## src/rtl/anbs_pkg.sv

```systemverilog
// Shared types and constants for the Annex B NAL boundary scanner.
package anbs_pkg;

   localparam int BYTE_W     = 8;
   localparam int OFFSET_W   = 22;
   localparam int SIZE_W     = 23;
   localparam int LIMIT_W    = 5;
   localparam int RECENT_W   = 24;
   localparam int CSR_IDX_W  = 1;
   localparam int EV_KIND_W  = 2;

   localparam int MAX_FRAME_BYTES_DEF = 4194304;
   localparam int EVQ_DEPTH_DEF       = 4;

   // distance from the 01 byte back to the first 00 of the start code
   localparam int SC_BACK = 3;

   localparam logic [LIMIT_W-1:0] LIMIT_P_RESET = 5'd2;
   localparam logic [LIMIT_W-1:0] LIMIT_I_RESET = 5'd4;
   localparam logic [LIMIT_W-1:0] COUNT_SAT     = 5'd31;
   localparam logic [LIMIT_W-1:0] LIMIT_MIN     = 5'd2;
   localparam logic [BYTE_W-1:0]  SC_LAST_BYTE  = 8'h01;

   typedef enum logic [CSR_IDX_W-1:0] {
      CSR_NAL_LIMIT_P = 1'b0,
      CSR_NAL_LIMIT_I = 1'b1
   } csr_idx_type;

   // events handed from the scanner front to the result back end
   typedef enum logic [EV_KIND_W-1:0] {
      EV_OPEN      = 2'd0,  // first start code: opens a NAL, no result
      EV_CLOSE     = 2'd1,  // later start code: closes open NAL, opens next
      EV_END_OPEN  = 2'd2,  // frame end with a NAL open
      EV_END_EMPTY = 2'd3   // frame end with nothing open
   } ev_kind_type;

endpackage

```

## src/rtl/anbs_ifs.sv

```systemverilog
// Channel interfaces of the Annex B NAL boundary scanner.
interface anbs_req_if;
   logic                          valid;
   logic                          ready;
   logic [anbs_pkg::BYTE_W-1:0]   data_byte;
   logic                          frame_first;
   logic                          frame_last;
   logic                          frame_is_p;

   modport source (output valid, data_byte, frame_first, frame_last, frame_is_p,
                   input ready);
   modport sink   (input valid, data_byte, frame_first, frame_last, frame_is_p,
                   output ready);
endinterface

interface anbs_rsp_if;
   logic                          valid;
   logic                          ready;
   logic [anbs_pkg::OFFSET_W-1:0] nal_offset;
   logic [anbs_pkg::SIZE_W-1:0]   nal_length;
   logic                          nal_found;
   logic                          frame_done;

   modport source (output valid, nal_offset, nal_length, nal_found, frame_done,
                   input ready);
   modport sink   (input valid, nal_offset, nal_length, nal_found, frame_done,
                   output ready);
endinterface

interface anbs_csr_if;
   logic                           valid;
   logic                           ready;
   logic [anbs_pkg::CSR_IDX_W-1:0] index;
   logic [anbs_pkg::LIMIT_W-1:0]   data;

   modport source (output valid, index, data, input ready);
   modport sink   (input valid, index, data, output ready);
endinterface

```

## src/rtl/annexb_nal_boundary_scanner.sv

```systemverilog
// H.264 Annex B NAL boundary scanner, top level.
// Takes one frame payload byte per item and reports each NAL unit found between
// 00 00 00 01 start codes as an offset and size; the frame's last byte closes
// the open NAL or gives an empty end marker with nal_found low. A start code
// whose 01 byte is the frame's last byte does not count, and once the frame
// has reported its limit minus one NALs (limit per P or I frame, sampled on the
// first byte, and at least 2) the scan stops. One byte per cycle is taken while
// req ready is high: a result reaches rsp through an EVQ_DEPTH-entry event
// queue and an output register. req ready drops only while that queue is full,
// which happens only when rsp is held off. Limit registers are written through
// csr, which is always ready.
module annexb_nal_boundary_scanner #(
   parameter int MAX_FRAME_BYTES = anbs_pkg::MAX_FRAME_BYTES_DEF,
   parameter int EVQ_DEPTH       = anbs_pkg::EVQ_DEPTH_DEF
) (
   input  logic       clock,
   input  logic       reset,
   anbs_req_if.sink   req_chan,
   anbs_rsp_if.source rsp_chan,
   anbs_csr_if.sink   csr_chan
);

   localparam int POS_W = $clog2(MAX_FRAME_BYTES + 1);
   localparam int EV_W  = anbs_pkg::EV_KIND_W + POS_W;

   logic            evq_full;
   logic            ev_push;
   logic [EV_W-1:0] ev_push_data;
   logic            ev_pop;
   logic            ev_valid;
   logic [EV_W-1:0] ev_data;

   anbs_front #(
      .MAX_FRAME_BYTES (MAX_FRAME_BYTES),
      .POS_W           (POS_W),
      .EV_W            (EV_W)
   ) u_front (
      .clock    (clock),
      .reset    (reset),
      .req      (req_chan),
      .csr      (csr_chan),
      .evq_full (evq_full),
      .ev_push  (ev_push),
      .ev_data  (ev_push_data)
   );

   anbs_evq #(
      .DEPTH  (EVQ_DEPTH),
      .DATA_W (EV_W)
   ) u_evq (
      .clock     (clock),
      .reset     (reset),
      .push      (ev_push),
      .push_data (ev_push_data),
      .full      (evq_full),
      .pop       (ev_pop),
      .pop_valid (ev_valid),
      .pop_data  (ev_data)
   );

   anbs_back #(
      .MAX_FRAME_BYTES (MAX_FRAME_BYTES),
      .POS_W           (POS_W),
      .EV_W            (EV_W)
   ) u_back (
      .clock    (clock),
      .reset    (reset),
      .ev_valid (ev_valid),
      .ev_data  (ev_data),
      .ev_pop   (ev_pop),
      .rsp      (rsp_chan)
   );

endmodule

```

## src/rtl/anbs_front.sv

```systemverilog
// Scanner front: takes bytes, tracks frame state and finds start codes.
module anbs_front #(
   parameter int MAX_FRAME_BYTES = anbs_pkg::MAX_FRAME_BYTES_DEF,
   parameter int POS_W           = $clog2(MAX_FRAME_BYTES + 1),
   parameter int EV_W            = anbs_pkg::EV_KIND_W + POS_W
) (
   input  logic              clock,
   input  logic              reset,
   anbs_req_if.sink          req,
   anbs_csr_if.sink          csr,
   input  logic              evq_full,
   output logic              ev_push,
   output logic [EV_W-1:0]   ev_data
);

   logic [anbs_pkg::LIMIT_W-1:0]  limit_p_ff, limit_p_in;
   logic [anbs_pkg::LIMIT_W-1:0]  limit_i_ff, limit_i_in;
   logic [POS_W-1:0]              pos_ff, pos_in;
   logic [anbs_pkg::RECENT_W-1:0] recent_ff, recent_in;
   logic                          open_ff, open_in;
   logic [anbs_pkg::LIMIT_W-1:0]  count_ff, count_in;
   logic                          stopped_ff, stopped_in;
   logic [anbs_pkg::LIMIT_W-1:0]  limit_ff, limit_in;

   logic                          accept;
   logic [POS_W-1:0]              eff_pos, pos_upd;
   logic [anbs_pkg::RECENT_W-1:0] eff_recent;
   logic                          eff_open, eff_stopped;
   logic [anbs_pkg::LIMIT_W-1:0]  eff_count, eff_limit, count_inc;
   logic                          in_range, sc_hit;
   anbs_pkg::ev_kind_type         ev_kind;
   logic [POS_W-1:0]              ev_pos;

   assign req.ready = !evq_full;
   assign csr.ready = 1'b1;
   assign accept    = req.valid && req.ready;

   always_comb begin
      limit_p_in = limit_p_ff;
      limit_i_in = limit_i_ff;
      if (csr.valid) begin
         case (anbs_pkg::csr_idx_type'(csr.index))
            anbs_pkg::CSR_NAL_LIMIT_P: limit_p_in = csr.data;
            anbs_pkg::CSR_NAL_LIMIT_I: limit_i_in = csr.data;
            default: ;
         endcase
      end
   end

   // frame state as seen by this byte: a first byte starts from a clean frame
   always_comb begin
      eff_pos     = req.frame_first ? '0 : pos_ff;
      eff_recent  = req.frame_first ? '0 : recent_ff;
      eff_open    = req.frame_first ? 1'b0 : open_ff;
      eff_count   = req.frame_first ? '0 : count_ff;
      eff_stopped = req.frame_first ? 1'b0 : stopped_ff;
      eff_limit   = req.frame_first ? (req.frame_is_p ? limit_p_ff : limit_i_ff)
                                    : limit_ff;

      in_range  = eff_pos < POS_W'(MAX_FRAME_BYTES);
      sc_hit    = in_range && !req.frame_last && !eff_stopped
                  && (eff_pos >= POS_W'(anbs_pkg::SC_BACK))
                  && (eff_recent == '0) && (req.data_byte == anbs_pkg::SC_LAST_BYTE);
      count_inc = (eff_count != anbs_pkg::COUNT_SAT) ? eff_count + 1'b1 : eff_count;
      pos_upd   = in_range ? eff_pos + 1'b1 : eff_pos;
   end

   always_comb begin
      pos_in     = pos_ff;
      recent_in  = recent_ff;
      open_in    = open_ff;
      count_in   = count_ff;
      stopped_in = stopped_ff;
      limit_in   = limit_ff;
      if (accept) begin
         limit_in   = eff_limit;
         pos_in     = pos_upd;
         recent_in  = in_range ? {eff_recent[anbs_pkg::RECENT_W-anbs_pkg::BYTE_W-1:0],
                                  req.data_byte}
                               : eff_recent;
         open_in    = eff_open;
         count_in   = eff_count;
         stopped_in = eff_stopped;
         if (sc_hit) begin
            open_in = 1'b1;
            if (eff_open) begin
               count_in = count_inc;
               if (eff_limit >= anbs_pkg::LIMIT_MIN && count_inc == eff_limit - 1'b1)
                  stopped_in = 1'b1;
            end
         end
         if (req.frame_last) begin
            pos_in     = '0;
            recent_in  = '0;
            open_in    = 1'b0;
            count_in   = '0;
            stopped_in = 1'b0;
         end
      end
   end

   always_comb begin
      if (req.frame_last) begin
         ev_kind = eff_open ? anbs_pkg::EV_END_OPEN : anbs_pkg::EV_END_EMPTY;
         ev_pos  = pos_upd;
      end else begin
         ev_kind = eff_open ? anbs_pkg::EV_CLOSE : anbs_pkg::EV_OPEN;
         ev_pos  = eff_pos - POS_W'(anbs_pkg::SC_BACK);
      end
   end

   assign ev_push = accept && (sc_hit || req.frame_last);
   assign ev_data = {ev_kind, ev_pos};

   always_ff @(posedge clock) begin
      if (reset) begin
         limit_p_ff <= anbs_pkg::LIMIT_P_RESET;
         limit_i_ff <= anbs_pkg::LIMIT_I_RESET;
         pos_ff     <= '0;
         recent_ff  <= '0;
         open_ff    <= 1'b0;
         count_ff   <= '0;
         stopped_ff <= 1'b0;
         limit_ff   <= '0;
      end else begin
         limit_p_ff <= limit_p_in;
         limit_i_ff <= limit_i_in;
         pos_ff     <= pos_in;
         recent_ff  <= recent_in;
         open_ff    <= open_in;
         count_ff   <= count_in;
         stopped_ff <= stopped_in;
         limit_ff   <= limit_in;
      end
   end

endmodule

```

## src/rtl/anbs_evq.sv

```systemverilog
// Small event queue between the scanner front and the result back end.
module anbs_evq #(
   parameter int DEPTH  = anbs_pkg::EVQ_DEPTH_DEF,
   parameter int DATA_W = 8
) (
   input  logic              clock,
   input  logic              reset,
   input  logic              push,
   input  logic [DATA_W-1:0] push_data,
   output logic              full,
   input  logic              pop,
   output logic              pop_valid,
   output logic [DATA_W-1:0] pop_data
);

   localparam int PTR_W = (DEPTH > 1) ? $clog2(DEPTH) : 1;
   localparam int CNT_W = $clog2(DEPTH + 1);

   logic [DATA_W-1:0] mem_ff [DEPTH];
   logic [PTR_W-1:0]  wr_ptr_ff, wr_ptr_in;
   logic [PTR_W-1:0]  rd_ptr_ff, rd_ptr_in;
   logic [CNT_W-1:0]  count_ff, count_in;
   logic              do_push, do_pop;

   assign full      = (count_ff == CNT_W'(DEPTH));
   assign pop_valid = (count_ff != '0);
   assign pop_data  = mem_ff[rd_ptr_ff];
   assign do_push   = push && !full;
   assign do_pop    = pop && pop_valid;

   always_comb begin
      wr_ptr_in = wr_ptr_ff;
      rd_ptr_in = rd_ptr_ff;
      count_in  = count_ff;
      if (do_push)
         wr_ptr_in = (wr_ptr_ff == PTR_W'(DEPTH - 1)) ? '0 : wr_ptr_ff + 1'b1;
      if (do_pop)
         rd_ptr_in = (rd_ptr_ff == PTR_W'(DEPTH - 1)) ? '0 : rd_ptr_ff + 1'b1;
      if (do_push && !do_pop)
         count_in = count_ff + 1'b1;
      else if (do_pop && !do_push)
         count_in = count_ff - 1'b1;
   end

   always_ff @(posedge clock) begin
      if (do_push)
         mem_ff[wr_ptr_ff] <= push_data;
   end

   always_ff @(posedge clock) begin
      if (reset) begin
         wr_ptr_ff <= '0;
         rd_ptr_ff <= '0;
         count_ff  <= '0;
      end else begin
         wr_ptr_ff <= wr_ptr_in;
         rd_ptr_ff <= rd_ptr_in;
         count_ff  <= count_in;
      end
   end

endmodule

```

## src/rtl/anbs_back.sv

```systemverilog
// Result back end: keeps the open NAL start and builds offset/size items.
module anbs_back #(
   parameter int MAX_FRAME_BYTES = anbs_pkg::MAX_FRAME_BYTES_DEF,
   parameter int POS_W           = $clog2(MAX_FRAME_BYTES + 1),
   parameter int EV_W            = anbs_pkg::EV_KIND_W + POS_W
) (
   input  logic            clock,
   input  logic            reset,
   input  logic            ev_valid,
   input  logic [EV_W-1:0] ev_data,
   output logic            ev_pop,
   anbs_rsp_if.source      rsp
);

   localparam int OFFSET_W = anbs_pkg::OFFSET_W;
   localparam int SIZE_W   = anbs_pkg::SIZE_W;

   logic [POS_W-1:0]    open_start_ff, open_start_in;
   logic                rsp_valid_ff, rsp_valid_in;
   logic [OFFSET_W-1:0] offset_ff, offset_in;
   logic [SIZE_W-1:0]   size_ff, size_in;
   logic                found_ff, found_in;
   logic                done_ff, done_in;

   anbs_pkg::ev_kind_type        ev_kind;
   logic [POS_W-1:0]             ev_pos;
   logic [POS_W-1:0]             nal_len;
   logic [POS_W+OFFSET_W-1:0]    offset_ext;
   logic [POS_W+SIZE_W-1:0]      size_ext;
   logic                         can_load;

   assign ev_kind    = anbs_pkg::ev_kind_type'(ev_data[EV_W-1 -: anbs_pkg::EV_KIND_W]);
   assign ev_pos     = ev_data[POS_W-1:0];
   assign nal_len    = ev_pos - open_start_ff;
   assign offset_ext = {{OFFSET_W{1'b0}}, open_start_ff};
   assign size_ext   = {{SIZE_W{1'b0}}, nal_len};
   assign can_load   = !rsp_valid_ff || rsp.ready;
   // an opening start code yields no item, so it never waits on the output
   assign ev_pop     = ev_valid && (ev_kind == anbs_pkg::EV_OPEN || can_load);

   always_comb begin
      open_start_in = open_start_ff;
      rsp_valid_in  = rsp_valid_ff && !rsp.ready;
      offset_in     = offset_ff;
      size_in       = size_ff;
      found_in      = found_ff;
      done_in       = done_ff;
      if (ev_pop) begin
         case (ev_kind)
            anbs_pkg::EV_OPEN: begin
               open_start_in = ev_pos;
            end
            anbs_pkg::EV_CLOSE: begin
               open_start_in = ev_pos;
               rsp_valid_in  = 1'b1;
               offset_in     = offset_ext[OFFSET_W-1:0];
               size_in       = size_ext[SIZE_W-1:0];
               found_in      = 1'b1;
               done_in       = 1'b0;
            end
            anbs_pkg::EV_END_OPEN: begin
               rsp_valid_in  = 1'b1;
               offset_in     = offset_ext[OFFSET_W-1:0];
               size_in       = size_ext[SIZE_W-1:0];
               found_in      = 1'b1;
               done_in       = 1'b1;
            end
            anbs_pkg::EV_END_EMPTY: begin
               rsp_valid_in  = 1'b1;
               offset_in     = '0;
               size_in       = '0;
               found_in      = 1'b0;
               done_in       = 1'b1;
            end
            default: ;
         endcase
      end
   end

   assign rsp.valid      = rsp_valid_ff;
   assign rsp.nal_offset = offset_ff;
   assign rsp.nal_length = size_ff;
   assign rsp.nal_found  = found_ff;
   assign rsp.frame_done = done_ff;

   always_ff @(posedge clock) begin
      open_start_ff <= open_start_in;
      offset_ff     <= offset_in;
      size_ff       <= size_in;
      found_ff      <= found_in;
      done_ff       <= done_in;
   end

   always_ff @(posedge clock) begin
      if (reset) begin
         rsp_valid_ff <= 1'b0;
      end else begin
         rsp_valid_ff <= rsp_valid_in;
      end
   end

endmodule
```

## src/flat_wrapper.sv

```systemverilog
// flat-port wrapper written by rule: the top's interface ports become plain ports
module annexb_nal_boundary_scanner_flat 
#(
   parameter int MAX_FRAME_BYTES = anbs_pkg::MAX_FRAME_BYTES_DEF,
   parameter int EVQ_DEPTH       = anbs_pkg::EVQ_DEPTH_DEF
)
  (clock, reset, req_chan_valid, req_chan_data_byte, req_chan_frame_first, req_chan_frame_last, req_chan_frame_is_p, req_chan_ready, rsp_chan_valid, rsp_chan_nal_offset, rsp_chan_nal_length, rsp_chan_nal_found, rsp_chan_frame_done, rsp_chan_ready, csr_chan_valid, csr_chan_index, csr_chan_data, csr_chan_ready);
  anbs_req_if req_chan_i ();
  anbs_rsp_if rsp_chan_i ();
  anbs_csr_if csr_chan_i ();
  input  logic clock;
  input  logic reset;
  input wire logic [$bits(req_chan_i.valid)-1:0] req_chan_valid;
  input wire logic [$bits(req_chan_i.data_byte)-1:0] req_chan_data_byte;
  input wire logic [$bits(req_chan_i.frame_first)-1:0] req_chan_frame_first;
  input wire logic [$bits(req_chan_i.frame_last)-1:0] req_chan_frame_last;
  input wire logic [$bits(req_chan_i.frame_is_p)-1:0] req_chan_frame_is_p;
  output wire logic [$bits(req_chan_i.ready)-1:0] req_chan_ready;
  output wire logic [$bits(rsp_chan_i.valid)-1:0] rsp_chan_valid;
  output wire logic [$bits(rsp_chan_i.nal_offset)-1:0] rsp_chan_nal_offset;
  output wire logic [$bits(rsp_chan_i.nal_length)-1:0] rsp_chan_nal_length;
  output wire logic [$bits(rsp_chan_i.nal_found)-1:0] rsp_chan_nal_found;
  output wire logic [$bits(rsp_chan_i.frame_done)-1:0] rsp_chan_frame_done;
  input wire logic [$bits(rsp_chan_i.ready)-1:0] rsp_chan_ready;
  input wire logic [$bits(csr_chan_i.valid)-1:0] csr_chan_valid;
  input wire logic [$bits(csr_chan_i.index)-1:0] csr_chan_index;
  input wire logic [$bits(csr_chan_i.data)-1:0] csr_chan_data;
  output wire logic [$bits(csr_chan_i.ready)-1:0] csr_chan_ready;
  assign req_chan_i.valid = req_chan_valid;
  assign req_chan_i.data_byte = req_chan_data_byte;
  assign req_chan_i.frame_first = req_chan_frame_first;
  assign req_chan_i.frame_last = req_chan_frame_last;
  assign req_chan_i.frame_is_p = req_chan_frame_is_p;
  assign req_chan_ready = req_chan_i.ready;
  assign rsp_chan_valid = rsp_chan_i.valid;
  assign rsp_chan_nal_offset = rsp_chan_i.nal_offset;
  assign rsp_chan_nal_length = rsp_chan_i.nal_length;
  assign rsp_chan_nal_found = rsp_chan_i.nal_found;
  assign rsp_chan_frame_done = rsp_chan_i.frame_done;
  assign rsp_chan_i.ready = rsp_chan_ready;
  assign csr_chan_i.valid = csr_chan_valid;
  assign csr_chan_i.index = csr_chan_index;
  assign csr_chan_i.data = csr_chan_data;
  assign csr_chan_ready = csr_chan_i.ready;
  annexb_nal_boundary_scanner #(.MAX_FRAME_BYTES(MAX_FRAME_BYTES), .EVQ_DEPTH(EVQ_DEPTH)) u_core (.clock(clock), .reset(reset), .req_chan(req_chan_i), .rsp_chan(rsp_chan_i), .csr_chan(csr_chan_i));
endmodule
```

## config.mk

```make
export PLATFORM = sky130hd
export DESIGN_NAME = annexb_nal_boundary_scanner_flat
export DESIGN_NICKNAME = d
export VERILOG_FILES = /design/src/rtl/anbs_pkg.sv /design/src/rtl/anbs_ifs.sv /design/src/rtl/annexb_nal_boundary_scanner.sv /design/src/rtl/anbs_front.sv /design/src/rtl/anbs_evq.sv /design/src/rtl/anbs_back.sv /design/src/flat_wrapper.sv
export SDC_FILE = /design/constraint.sdc
export NUM_CORES = 1
export LEC_CHECK = 0
export ABC_AREA = 1
export BUFFER_PORTS_ARGS = -buffer_cell sky130_fd_sc_hd__buf_4
export CAP_MARGIN = 20
export CORE_ASPECT_RATIO = 1.2
export CORE_UTILIZATION = 50
export CTS_CLUSTER_SIZE = 28
export DETAILED_ROUTE_END_ITERATION = 16
export PLACE_DENSITY = 0.69
export RECOVER_POWER = 50
export SLEW_MARGIN = 20
export SYNTH_ARGS = -nofsm -noshare
export SYNTH_HDL_FRONTEND = slang
export SYNTH_SLANG_ARGS = --single-unit
export TNS_END_PERCENT = 100
```

## constraint.sdc

```tcl
create_clock -name clock -period 3.8 [get_ports clock]
set_clock_uncertainty 0.05 [all_clocks]
set_input_delay 0.57 -clock clock [delete_from_list [all_inputs] [get_ports clock]]
set_output_delay 0.57 -clock clock [all_outputs]
set_load 0.01 [all_outputs]
```

==> results <==
- The worst setup path is launched from a flop.
- The detail-routed net length per standard cell is 16.27 um.
- The buffers inserted during post-CTS setup optimization is 0.
- The transition time of the tightest slew-check pin is between 2 and 2.5 ns.
- The worst pin sits at a relative slew slack of -0.3805.
- In the synthesized netlist the async set-or-reset flop fraction comes to 0.
- The initial antenna violation count was 0.
- The maximum number of pins on one net before global-route repair is 55.
- After routing, the total negative slack on setup checks comes to 0 ns.
- The delay contributed by the slowest stage of the critical path is around 0.48 ns.
- The worst hold path was traced through 3 stages.
- The flip-flop and latch count after synthesis is 249.
- By instance count, the cell type seen most on the critical path is nor2_1.
- The last weighted congestion value of the routability-driven placer is 0.9802.
- The overall overflow remaining after global route is 0.
- The worst setup path is of the reg -> reg kind.
- The slowest stage cell on the critical path is inv_1.
- The number of global-route vias before repair was around 10000.
- The die covers 26130 um2.
- During I/O placement, the number of pins put on the boundary was 72.
- The overall routed net length is ~31000 um.
- The ratio of cells with drive above 1 in the final layout is 0.07320.
- The number of pins with negative max-slew slack in the final report is 44.
- At the worst endpoint, the required time is ~4.0 ns.
- Leaving out fill and tap cells, the most frequent cells in the layout are nand2_1, nor2_1, edfxtp_1.
- The class of the tightest hold or removal check is in -> reg.
- After the first detailed-routing iteration, the DRC count stood at between 700 and 800.
- The TritonCTS clock tree is done.
- The signal on the critical path passes through inv_1, o21ai_0, o22ai_1, ha_1, a21oi_1, o21ai_0, nor2_1, o21bai_1, a21oi_1, o21bai_1, nor2_1, nor2_1.
- Counting flops with a built-in enable in the synthesized netlist gives 170.
- No sink is reached through more buffers than the 3 on the longest clock path.
- The worst hold path terminates at u_core.u_front.limit_i_ff[2].
- The maximum resistive drop on vdd is 438.0 uV.
- The detailed-routing iteration count for the pre-antenna-repair pass is 5.
- The root buffer cell is clkbuf_16.
- The Yosys warning count is 0.
- The leading cell type in the layout, fill and taps excluded is nand2_1.
- Setup repair after global routing left no endpoint under its margin.
- The layout overhead on the synthesized area is 10.81%.
- The worst register-to-register path has a depth of 12.
- The first global-routing pass estimated 50090 um of wire.
- The distinct cell type count of the synthesized netlist is 53.
- The startpoint identified for the worst hold timing path is csr_chan_data[2].
- The floorplan has 63 rows.
- For this run, the post-layout net count is roughly 1600.
- The TritonCTS buffer count is 25.
- Counting every net in the synthesized netlist gives 1542.
- The endpoint identified for the worst register-to-register timing path is u_core.u_back.rsp.nal_length[15].
- Clock-pin slew was measured on the worst setup and hold paths at 0.06 ns.
- Input and output buffers added on the ports amount to 70.
- For this run, the leading register cell type out of synthesis is edfxtp_1.
- The number of vias per cell after detailed routing is 5.454.
- CTS built an H-tree with a depth of 1.
- The post-synthesis average cell area is 8.577 um2.
- The slack of the worst reg-to-reg path is 0.41 ns.
- The flow ran to the end, but the final reports show violations.
- Clock tree synthesis found a total of ~250 sinks.
- The antenna diode count is 0.
- Setup violations remaining at the end of the flow were counted as 0.
- The detailed placer's ending HPWL is 21980 um.
- The mapped netlist covers 12740 um2.
- Subtracting the final worst setup slack from the clock period gives 3.387 ns.
- The via count is about 10000.
- The post-detailed-route DRC marker count is 0.
- The detail route stage leaves a number of antenna-violating nets equal to 0.
- The final reports fail on max-capacitance violations, max-slew violations.
- Dividing total power by cell area gives a power density of 747.0 nW/um2.
- The data arrival time of the critical path is 3.61 ns.
- Derived from the worst setup path, the maximum achievable clock frequency is 295.3 MHz.
- In this run, post-CTS repair resized a total of 0 instances.
- Synthesis produced a netlist whose cell count is 1486.
- The peak fanout along the critical path is 21.
- The portion of the post-synthesis area used by sequential elements is 0.5246.
- The clock reaches the later pin of the worst-skew pair after 0.52 ns.
- The share of the cycle needed by the critical path after routing is 0.8912.
- The all-layer global routing usage is 0.2416.
- The worst setup path is captured at a flop.
- The final hold violation count is 0.
- The core footprint is 24910 um2.
- Hold is met by between 0.2 and 0.25 ns.
- The vertical die dimension is 176.9 um.
- The initial utilization of the core area, before any placement, comes to 0.5117.
- The floorplan step set the die width to 147.7 um.
- Max-cap violations in this run came to 1.
- The leakage dissipation is ~5.7 nW.
- After clock tree synthesis, the flow added hold-fix buffers numbering 0.
==> how the worst max path moves through the flow <==
stage / end
CTS: u_core.u_back.rsp.nal_length[15]
floorplan: u_core.u_evq.mem_ff[0][0]
global route: u_core.u_front.pos_ff[1]
finish: u_core.u_back.rsp.nal_length[15]
global placement: u_core.u_evq.count_ff[2]
detailed placement: u_core.u_evq.count_ff[2]
==> metal layers <==
metal | global-route usage | share of wire | routed length [um]
met1 | 0.2744 | 0.40 | 12460
met5 | 0 | 0 | 0
met2 | 0.4483 | 0.51 | 15700
met3 | 0.03041 | 0.046 | 1410
met4 | 0.1125 | 0.041 | 1268
==> final cells by class <==
type | count | area [um2]
repair buffers | 95 | 514.2
flip-flops and latches | 249 | 6686
fillers | 2367 | 10790
well taps | 325 | 406.6
inverters | 160 | 603.1
multi-input cells | 1022 | 5155
clock buffers | 33 | 665.6
clock inverters | 12 | 91.34
==> power by group <==
group | internal (W) | leakage, nW | total [W] | switching, W
clock network | 0.00130 | 0.365 | 0.00230 | 0.000998
logic | 0.00131 | 3.08 | 0.00431 | 0.00300
registers | 0.00379 | 2.22 | 0.00394 | 0.000145
==> flip-flops by register name, indices dropped and copies added (netlist names), named ones only <==
| register | cells |
|---|---|
| u_core.u_front.count_ff | 5 |
| u_core.u_evq.count_ff | 3 |
| u_core.u_front.limit_i_ff | 5 |
| u_core.u_back.rsp.valid | 1 |
| u_core.u_back.rsp.nal_found | 1 |
| u_core.u_evq.mem_ff | 100 |
| u_core.u_front.limit_ff | 5 |
| u_core.u_front.recent_ff | 24 |
| u_core.u_front.limit_p_ff | 5 |
| u_core.u_front.pos_ff | 23 |
| u_core.u_front.stopped_ff | 1 |
| u_core.u_front.open_ff | 1 |
| u_core.u_back.rsp.nal_length | 23 |
| u_core.u_back.rsp.nal_offset | 22 |
| u_core.u_back.open_start_ff | 23 |
| u_core.u_evq.wr_ptr_ff | 2 |
| u_core.u_back.rsp.frame_done | 1 |
| u_core.u_evq.rd_ptr_ff | 2 |
==> cells in the mapped netlist (5+ instances only) <==
library cell  count  area (um2)
o21bai_1          7       52.55
nor2_1          230       863.3
a32oi_1          10       87.58
nand3_1          61       305.3
o21ai_0         121       605.6
o22ai_1          26       162.7
nand2_2           8       50.05
a31oi_1           5       31.28
inv_1           148       555.5
a22oi_1          15       112.6
edfxtp_1        170        5105
nand4_1          14       87.58
ha_1             32       400.4
o211ai_1          5       37.54
inv_2             9       33.78
a21oi_1         104       520.5
o21a_1            6       45.04
nor3_1           14       70.07
nor2_2           13       81.33
dfxtp_1          79        1582
xor2_1           21       183.9
nand2_1         274        1028
o21ai_1          12       60.06
clkbuf_1         38       142.6
==> metrics by stage <==
step	instances	setup slack [ns]	area, um2	total power, W	utilization
after global placement	1851	0.1692	13630	0.008421	0.5473
after detailed placement	1851	0.1413	13630	0.008487	0.5473
after global routing	1896	0.1175	14120	0.01129	0.5670
final	1896	0.4135	14120	0.01055	0.5670
after CTS	1896	0.5162	14390	0.01081	0.5777
after floorplan	1486	0.4658	12740	0.006950	-
==> worst max-delay path: cells and delay by family, from the launching register on <==
kind | cells | cell delay (ns)
compound gates | 7 | 1.44
simple gates | 3 | 0.52
buf+inv | 1 | 0.48
fa+ha+maj | 1 | 0.34
flops | 1 | 0.31
==> kinds of logic (layout without fill, tap and decap cells) <==
group / after synthesis / in the layout / share of synthesized area
XOR/XNOR: 24 / 24 / 0.01649
other: 1 / 1 / 0.0002942
adder cells (fa/ha/maj): 34 / 34 / 0.03456
buffers and inverters: 215 / 300 / 0.06872
AND/OR/NAND/NOR: 638 / 638 / 0.2112
flip-flops: 249 / 249 / 0.5246
AO/OA/AOI/OAI: 325 / 325 / 0.1441
Power figures use the tool's default switching activity.
